## config.mk

```make
export PLATFORM = sky130hd
export DESIGN_NAME = hex_color_command_led_controller
export DESIGN_NICKNAME = d
export VERILOG_FILES = /design/src/design/hcl_pkg.sv /design/src/design/hex_color_command_led_controller.sv /design/src/design/hcl_line_eval.sv
export SDC_FILE = /design/constraint.sdc
export NUM_CORES = 1
export LEC_CHECK = 0
export BUFFER_PORTS_ARGS = -buffer_cell sky130_fd_sc_hd__buf_4
export CORE_MARGIN = 3
export CORE_UTILIZATION = 45
export DETAILED_ROUTE_END_ITERATION = 16
export GPL_ROUTABILITY_DRIVEN = 0
export PLACE_DENSITY_LB_ADDON = 0.12
export SYNTH_ARGS = -nofsm -noshare
export SYNTH_HDL_FRONTEND = slang
export SYNTH_SLANG_ARGS = --single-unit
```

## constraint.sdc

```tcl
create_clock -name clk -period 5.35 [get_ports clk]
set_clock_uncertainty 0.1 [all_clocks]
set_input_delay 0.8025 -clock clk [delete_from_list [all_inputs] [get_ports clk]]
set_output_delay 0.8025 -clock clk [all_outputs]
set_load 0.02 [all_outputs]
```

## src/design/hcl_pkg.sv

```systemverilog
package hcl_pkg;

	localparam int unsigned LINE_LEN = 12;

	localparam logic [2:0] VERDICT_NONE    = 3'd0;
	localparam logic [2:0] VERDICT_LIGHT   = 3'd1;
	localparam logic [2:0] VERDICT_RAINBOW = 3'd2;
	localparam logic [2:0] VERDICT_WRONG   = 3'd3;
	localparam logic [2:0] VERDICT_FRAME   = 3'd4;

	localparam logic [7:0] CHAR_CR    = 8'h0D;
	localparam logic [7:0] CHAR_LF    = 8'h0A;
	localparam logic [7:0] CHAR_HASH  = 8'h23;
	localparam logic [7:0] CHAR_D     = 8'h44;
	localparam logic [7:0] CHAR_SIX   = 8'h36;
	localparam logic [7:0] CHAR_EIGHT = 8'h38;

	localparam logic [7:0] WHEEL_THIRD     = 8'd85;
	localparam logic [7:0] WHEEL_TWO_THIRD = 8'd170;
	localparam logic [7:0] WHEEL_FULL      = 8'd255;

	// index 0 holds the first character of the line
	localparam logic [LINE_LEN-1:0][7:0] RAINBOW_WORD =
		{"W", "O", "B", "N", "I", "A", "R", "L", "L", "U", "F", "#"};

	typedef logic [LINE_LEN-1:0][7:0] hcl_line_t;

	typedef struct packed {
		logic       operation;
		logic [7:0] character;
	} hcl_req_t;

	typedef struct packed {
		logic [2:0] verdict;
		logic       refresh;
		logic [7:0] led6_red;
		logic [7:0] led6_green;
		logic [7:0] led6_blue;
		logic [7:0] led7_red;
		logic [7:0] led7_green;
		logic [7:0] led7_blue;
		logic [7:0] led8_red;
		logic [7:0] led8_green;
		logic [7:0] led8_blue;
	} hcl_res_t;

	typedef struct packed {
		logic [2:0]  verdict;
		logic [1:0]  led;
		logic [23:0] color;
	} hcl_eval_t;

	function automatic logic is_hex(input logic [7:0] c);
		return (c >= "0" && c <= "9") || (c >= "A" && c <= "F");
	endfunction

	function automatic logic [3:0] hex_nibble(input logic [7:0] c);
		logic [7:0] v;
		if (c >= "A") begin
			v = c - 8'd55;
		end else begin
			v = c - "0";
		end
		return v[3:0];
	endfunction

	function automatic logic [23:0] wheel_color(input logic [7:0] pos);
		logic [7:0] p;
		logic [7:0] q;
		logic [7:0] t3;
		logic [7:0] r;
		logic [7:0] g;
		logic [7:0] b;
		p = WHEEL_FULL - pos;
		if (p < WHEEL_THIRD) begin
			q = p;
		end else if (p < WHEEL_TWO_THIRD) begin
			q = p - WHEEL_THIRD;
		end else begin
			q = p - WHEEL_TWO_THIRD;
		end
		t3 = 8'(q * 8'd3);
		if (p < WHEEL_THIRD) begin
			r = WHEEL_FULL - t3;
			g = 8'd0;
			b = t3;
		end else if (p < WHEEL_TWO_THIRD) begin
			r = 8'd0;
			g = t3;
			b = WHEEL_FULL - t3;
		end else begin
			r = t3;
			g = WHEEL_FULL - t3;
			b = 8'd0;
		end
		return {r, g, b};
	endfunction

endpackage

```

## src/design/hex_color_command_led_controller.sv

```systemverilog
// hex color command led controller
// request channel (req_valid, req_ready, req): one received character
// (operation 0) or one timer tick (operation 1) per request.
// result channel (res_valid, res_ready, res): exactly one result per
// request, in request order.
// characters are collected into a line of up to 12; CR or LF, or the
// 12th character, evaluates it: "#RRGGBBDn" sets LED n (6..8),
// "#FULLRAINBOW" starts rainbow mode, anything else is wrong format.
// ticks advance the wheel position and, in rainbow mode, send a frame.
// path: a request passes the input register, then evaluation into the
// result register.
// throughput: one request per cycle while the receiver takes every result.
// reset: line empties, colors go black, rainbow off, position zero;
// no result pending.
// when the receiver stalls, the result register holds and the input
// register takes one more request if it is empty; after that req_ready drops.
module hex_color_command_led_controller
	import hcl_pkg::*;
(
	input  logic     clk,
	input  logic     arst_n,
	input  logic     req_valid,
	output logic     req_ready,
	input  hcl_req_t req,
	output logic     res_valid,
	input  logic     res_ready,
	output hcl_res_t res
);

	logic                     valid_s1;
	hcl_req_t                 req_s1;
	logic                     res_valid_q;
	hcl_res_t                 res_q;
	hcl_line_t                line_q;
	logic [3:0]               count_q;
	logic [2:0][23:0]         color_q;
	logic                     rainbow_q;
	logic [7:0]               wheel_q;

	logic                     advance;
	logic                     fire;
	logic                     is_eol;
	logic [3:0]               wr_idx;
	logic [3:0]               count_inc;
	logic                     do_eval;
	hcl_line_t                line_view;
	logic [3:0]               eval_count;
	hcl_eval_t                eval;
	logic [2:0][23:0]         color_next;
	logic [23:0]              frame;
	hcl_res_t                 res_next;

	assign advance   = !res_valid_q || res_ready;
	assign req_ready = !valid_s1 || advance;
	assign fire      = valid_s1 && advance;

	assign is_eol    = req_s1.character == CHAR_CR || req_s1.character == CHAR_LF;
	assign wr_idx    = (count_q >= 4'(LINE_LEN)) ? 4'd0 : count_q;
	assign count_inc = wr_idx + 4'd1;
	assign do_eval   = !req_s1.operation && (is_eol || count_inc == 4'(LINE_LEN));
	assign eval_count = is_eol ? count_q : count_inc;

	always_comb begin
		for (int i = 0; i < LINE_LEN; i++) begin
			line_view[i] = (!is_eol && wr_idx == 4'(i)) ? req_s1.character : line_q[i];
		end
	end

	hcl_line_eval u_eval (
		.line   (line_view),
		.count  (eval_count),
		.result (eval)
	);

	always_comb begin
		for (int i = 0; i < 3; i++) begin
			color_next[i] = (eval.led == 2'(i)) ? eval.color : color_q[i];
		end
	end

	assign frame = wheel_color(wheel_q);

	always_comb begin
		res_next = '0;
		if (req_s1.operation) begin
			if (rainbow_q) begin
				res_next.verdict    = VERDICT_FRAME;
				res_next.refresh    = 1'b1;
				{res_next.led6_red, res_next.led6_green, res_next.led6_blue} = frame;
				{res_next.led7_red, res_next.led7_green, res_next.led7_blue} = frame;
				{res_next.led8_red, res_next.led8_green, res_next.led8_blue} = frame;
			end
		end else if (do_eval) begin
			res_next.verdict = eval.verdict;
			if (eval.verdict == VERDICT_LIGHT) begin
				res_next.refresh = 1'b1;
				{res_next.led6_red, res_next.led6_green, res_next.led6_blue} =
					color_next[0];
				{res_next.led7_red, res_next.led7_green, res_next.led7_blue} =
					color_next[1];
				{res_next.led8_red, res_next.led8_green, res_next.led8_blue} =
					color_next[2];
			end
		end
	end

	always_ff @(posedge clk or negedge arst_n) begin
		if (!arst_n) begin
			valid_s1    <= 1'b0;
			res_valid_q <= 1'b0;
			count_q     <= '0;
			color_q     <= '0;
			rainbow_q   <= 1'b0;
			wheel_q     <= '0;
		end else begin
			if (req_ready) begin
				valid_s1 <= req_valid;
			end
			if (advance) begin
				res_valid_q <= valid_s1;
			end
			if (fire) begin
				if (req_s1.operation) begin
					wheel_q <= wheel_q + 8'd1;
				end else begin
					count_q <= do_eval ? 4'd0 : count_inc;
					if (do_eval && eval.verdict == VERDICT_LIGHT) begin
						color_q   <= color_next;
						rainbow_q <= 1'b0;
					end
					if (do_eval && eval.verdict == VERDICT_RAINBOW) begin
						rainbow_q <= 1'b1;
						wheel_q   <= '0;
					end
				end
			end
		end
	end

	always_ff @(posedge clk) begin
		if (req_valid && req_ready) begin
			req_s1 <= req;
		end
		if (fire) begin
			res_q <= res_next;
			if (!req_s1.operation && !is_eol) begin
				for (int i = 0; i < LINE_LEN; i++) begin
					if (wr_idx == 4'(i)) begin
						line_q[i] <= req_s1.character;
					end
				end
			end
		end
	end

	assign res_valid = res_valid_q;
	assign res       = res_q;

endmodule

```

## src/design/hcl_line_eval.sv

```systemverilog
module hcl_line_eval
	import hcl_pkg::*;
(
	input  hcl_line_t  line,
	input  logic [3:0] count,
	output hcl_eval_t  result
);

	logic       hex_ok;
	logic [7:0] led_char;

	always_comb begin
		hex_ok = 1'b1;
		for (int i = 1; i < 7; i++) begin
			hex_ok = hex_ok & is_hex(line[i]);
		end
	end

	assign led_char = line[8] - CHAR_SIX;

	always_comb begin
		result.verdict = VERDICT_WRONG;
		result.led     = led_char[1:0];
		result.color   = {hex_nibble(line[1]), hex_nibble(line[2]),
			hex_nibble(line[3]), hex_nibble(line[4]),
			hex_nibble(line[5]), hex_nibble(line[6])};
		if (count == 4'd9) begin
			if (line[0] == CHAR_HASH && hex_ok && line[7] == CHAR_D &&
					line[8] >= CHAR_SIX && line[8] <= CHAR_EIGHT) begin
				result.verdict = VERDICT_LIGHT;
			end
		end else if (count == 4'(LINE_LEN)) begin
			if (line == RAINBOW_WORD) begin
				result.verdict = VERDICT_RAINBOW;
			end
		end
	end

endmodule

```

==> run summary <==
The flow ran to the end, and the final reports show no timing, DRC or antenna violations. The worst setup path is captured at a flop. The run gives 0.230 as the aggregate global-route resource usage. Of all nets on the critical path, the largest fanout is 22. Number of antenna violations at the first check in global routing: 0.

Synthesis instantiated 88 different standard cells from the library. Setup repair after global routing left no endpoint under its margin. For the number of instances in the synthesized netlist, the log shows 1298.

The count of nets left with antenna violations once routing finished came out at 0. The number of detailed-routing iterations run before antenna repair was 6. The final critical-path share of the clock period was 0.975; the number of nets in the layout was 1479. The number of design rule violations left after detail routing is 0.

The logs give 0 for the total of endpoints with negative setup slack in the final report and 1872 for the number of standard cells in the layout, taps in and fillers out. The layout has 2875 filler cells. Dividing total power by cell area gives a power density of 403 nW/um^2.

The synthesized design contains 268 register bits. The total routed wirelength was 41600 um; the die height was 188 um. The data required time at the worst endpoint was 5.66 ns. TritonCTS built the clock tree. Summed over all layers, the global routing overflow is 0. In this run the standard cell core region covers 32700 um^2. 0 antenna diodes ended up in the layout.

The tools report the multi-input gate area in the final layout as 6850 um^2. The normalized max-slew margin came out at 0.349. The tools report the root cell of the clock tree as sky130_fd_sc_hd__clkbuf_16. The share of cells above drive strength 1 works out to 0.208. The die covers 35500 um^2. The worst path in the final design needs a cycle of 5.22 ns, including I/O delays and setup. The area taken by flip-flops and latches was 7610 um^2. Clock-pin slew was measured on the worst setup and hold paths at 0.06 ns.

For this block, the via count after detailed routing is 11.0k. For the pin with the worst max-slew slack, the measured transition is 0.977 ns. The share of the yosys chip area belonging to registers is 0.508, and the upper clock frequency limit is 0.192 GHz.

Via count of the first global-routing pass: 10.6k. In this run the worst hold path is classified as primary input to async pin. Max-cap violations in this run came to 0.

The logs give 1 for the number of levels in the clock H-tree and 0.101 ns for the worst-case hold slack. The number of nets produced by synthesis was 1369; the count of clock tree sinks was 268. Measured in cells, the most critical reg-to-reg path has a length of 18. Estimated wirelength of the detail-placed design: 29300 um. In the synthesized netlist the dominant register cell turns out to be sky130_fd_sc_hd__edfxtp_1.

For this design the static power due to leakage is 6.96 nW. For the worst setup path, the data arrival time is 5.52 ns. The run gives 0.458 as the starting density of the core. The reg-to-reg setup timing slack came out at 0.13 ns.

The later pin in the worst-skew pair is clocked with a latency of 0.57 ns. In this run the count of I/O pins placed on the die edge is 91. The kind of launch point of the worst setup path is a flop.

Worst flop-to-flop path endpoint: res[3]$_DFFE_PP_. The startpoint of the worst-slack reg-to-reg timing path was count_q[2]$_DFFE_PN0P_. The clock passes through at most 3 buffers. The average footprint of a synthesized cell works out to 11.5 um^2. The async set-or-reset flop fraction in the synthesized netlist is 0.325, and the max-slew violation count is 0. The tools report the setup TNS after final layout as 0 ns.

The worst setup path is of the flop to flop kind. The average wire length per cell after detail routing was 22.2 um. The run gives 15000 um^2 as the synthesized cell area. The logs give 867 for the number of DRC markers in iteration 0 and 30 for the number of clock buffers inserted by TritonCTS. The first global-routing pass estimated 64200 um of wire. For the total count of hold-check failures in the final report, the log shows 0.

During synthesis, Yosys emitted a total of 0 warnings. The maximum vdd drop is 0.272 mV. In the routed layout, each cell is associated on average with a via count of 5.85. Entering global routing, the biggest net connects 78 pins. The floorplan has 66 rows.

The number of synthesized flops with an enable pin was 181. The overall die width is 188 um. Input and output buffers added on the ports amount to 90. The layout-stage area growth over the synthesis result works out to 16.2%. The cell total after placement was 1815.
==> flip-flops by register name (all words and copies together) (netlist names) <==
name,count
count_q,4
color_q,72
res_valid,1
wheel_q,8
rainbow_q,1
line_q,96
res,76
req_s1,9
valid_s1,1
==> layer usage <==
layer | GRT usage | share of wire
met4 | 0.0719 | 0.035
met2 | 0.387 | 0.47
met3 | 0.0277 | 0.058
met1 | 0.314 | 0.43
met5 | 0 | 0
==> synth_stat cells (all sizes together), types with 8 or more instances <==
cell type	instances	area share
a21o	13	0.0065
ha	57	0.048
and2	15	0.0063
nand3	28	0.0094
nor2	67	0.017
mux2i	100	0.067
or3	8	0.0037
and3	10	0.0042
a21boi	10	0.0050
inv	45	0.011
o211ai	13	0.0065
mux2	84	0.063
a31oi	10	0.0042
xnor2	22	0.013
nand2b	13	0.0054
o22ai	8	0.0038
a211oi	11	0.0055
o21ai	117	0.041
nor4	11	0.0054
buf	26	0.015
nand4	15	0.0073
xor2	9	0.0053
nor4b	10	0.0058
nand2	102	0.026
clkbuf	43	0.011
nor3	19	0.0086
dfrtp	87	0.15
edfxtp	181	0.36
a21oi	42	0.015
==> cells by family (layout without fill, tap and decap cells) <==
family | Yosys count | in the layout | synth area share
adders and majority gates | 58 | 58 | 0.0489
and+or+nand+nor | 337 | 337 | 0.120
xor gates and xnor gates | 31 | 31 | 0.0181
muxes | 184 | 184 | 0.130
buffers and inverters | 115 | 247 | 0.0377
AOI/OAI and AO/OA | 305 | 305 | 0.137
DFF | 268 | 268 | 0.508
==> worst max path at each step <==
stage | end | startpoint | slack (ns) | cells past startpoint
after global routing | res[2]$_DFFE_PP_ | count_q[2]$_DFFE_PN0P_ | 0.002 | 18
after CTS | res[3]$_DFFE_PP_ | count_q[2]$_DFFE_PN0P_ | 0.07 | 17
after floorplan | color_q[15]$_DFFE_PN0P_ | req_s1[5]$_DFFE_PP_ | 0.48 | 19
after global placement | res[12]$_DFFE_PP_ | count_q[2]$_DFFE_PN0P_ | 0.29 | 17
final | res[3]$_DFFE_PP_ | count_q[2]$_DFFE_PN0P_ | 0.13 | 18
after detailed placement | res[2]$_DFFE_PP_ | count_q[2]$_DFFE_PN0P_ | 0.13 | 17
==> through the flow <==
| stage | setup slack [ns] | utilization | total power, mW | cell area [um^2] |
|---|---|---|---|---|
| after floorplan | 0.479 | - | 4.12 | 15000 |
| after global placement | 0.289 | 0.499 | 4.83 | 16300 |
| after detailed placement | 0.131 | 0.499 | 4.86 | 16300 |
| after CTS | 0.0668 | 0.531 | 7.03 | 17400 |
| after global routing | 0.00198 | 0.533 | 7.41 | 17400 |
| final | 0.134 | 0.533 | 7.02 | 17400 |
==> critical path, stage by stage (launching register included) <==
cell	delay [ns]
sky130_fd_sc_hd__dfrtp_1	0.42
sky130_fd_sc_hd__ha_1	0.25
sky130_fd_sc_hd__nor2b_1	0.24
sky130_fd_sc_hd__inv_1	0.10
sky130_fd_sc_hd__ha_1	0.20
sky130_fd_sc_hd__and2_1	0.18
sky130_fd_sc_hd__nand2_1	0.20
sky130_fd_sc_hd__mux2i_2	0.36
sky130_fd_sc_hd__ha_1	0.24
sky130_fd_sc_hd__nor2_1	0.07
sky130_fd_sc_hd__o311ai_0	0.32
sky130_fd_sc_hd__nor2_1	0.12
sky130_fd_sc_hd__a2111oi_0	0.53
sky130_fd_sc_hd__or4b_4	0.54
sky130_fd_sc_hd__a2111oi_4	0.48
sky130_fd_sc_hd__nand4_4	0.16
sky130_fd_sc_hd__buf_12	0.19
sky130_fd_sc_hd__buf_12	0.15
sky130_fd_sc_hd__o21ai_0	0.19
==> power breakdown <==
part | total, mW | switching, mW | internal, mW
clock | 2.17 | 0.837 | 1.33
sequential | 2.42 | 0.0912 | 2.33
combinational | 2.43 | 1.55 | 0.882
==> layout make-up <==
type | instances | share of cell area
multi-input cells | 915 | 0.393
inverters | 46 | 0.00991
well taps | 442 | 0.0318
clock buffers | 42 | 0.0480
clock inverters | 12 | 0.0124
flip-flops and latches | 268 | 0.437
repair buffers | 147 | 0.0677
==> what timing repair did <==
action                                  CTS  global route
endpoints found under the setup margin    0            72
hold buffers                              0             0
resized for setup                         0             2
buffers inserted                          0             3
==> cell usage in the layout (no fill, tap or decap), types with 6 or more instances in the layout <==
cell,instances
sky130_fd_sc_hd__nor4_1,9
sky130_fd_sc_hd__and2_1,14
sky130_fd_sc_hd__or3_1,7
sky130_fd_sc_hd__clkbuf_16,30
sky130_fd_sc_hd__and3_1,10
sky130_fd_sc_hd__a31oi_1,10
sky130_fd_sc_hd__edfxtp_1,181
sky130_fd_sc_hd__a21oi_1,40
sky130_fd_sc_hd__nand4b_1,6
sky130_fd_sc_hd__nor2_1,67
sky130_fd_sc_hd__o22ai_1,7
sky130_fd_sc_hd__nor4b_1,10
sky130_fd_sc_hd__o211ai_1,13
sky130_fd_sc_hd__nor2b_1,7
sky130_fd_sc_hd__o21ai_1,63
sky130_fd_sc_hd__o21ai_0,44
sky130_fd_sc_hd__nand2_1,102
sky130_fd_sc_hd__nand2b_1,13
sky130_fd_sc_hd__o2111ai_1,7
sky130_fd_sc_hd__nor3_1,16
sky130_fd_sc_hd__a211oi_1,11
sky130_fd_sc_hd__a221oi_1,6
sky130_fd_sc_hd__dfrtp_1,87
sky130_fd_sc_hd__buf_4,141
sky130_fd_sc_hd__ha_1,57
sky130_fd_sc_hd__o21ai_2,8
sky130_fd_sc_hd__buf_12,6
sky130_fd_sc_hd__mux2_2,66
sky130_fd_sc_hd__nand4_1,14
sky130_fd_sc_hd__inv_1,44
sky130_fd_sc_hd__a21boi_0,10
sky130_fd_sc_hd__mux2_1,18
sky130_fd_sc_hd__nand3_1,28
sky130_fd_sc_hd__o21a_1,6
sky130_fd_sc_hd__xor2_1,9
sky130_fd_sc_hd__clkbuf_1,8
sky130_fd_sc_hd__xnor2_1,22
sky130_fd_sc_hd__a21o_1,13
sky130_fd_sc_hd__mux2i_1,98
Power figures use the tool's default switching activity.
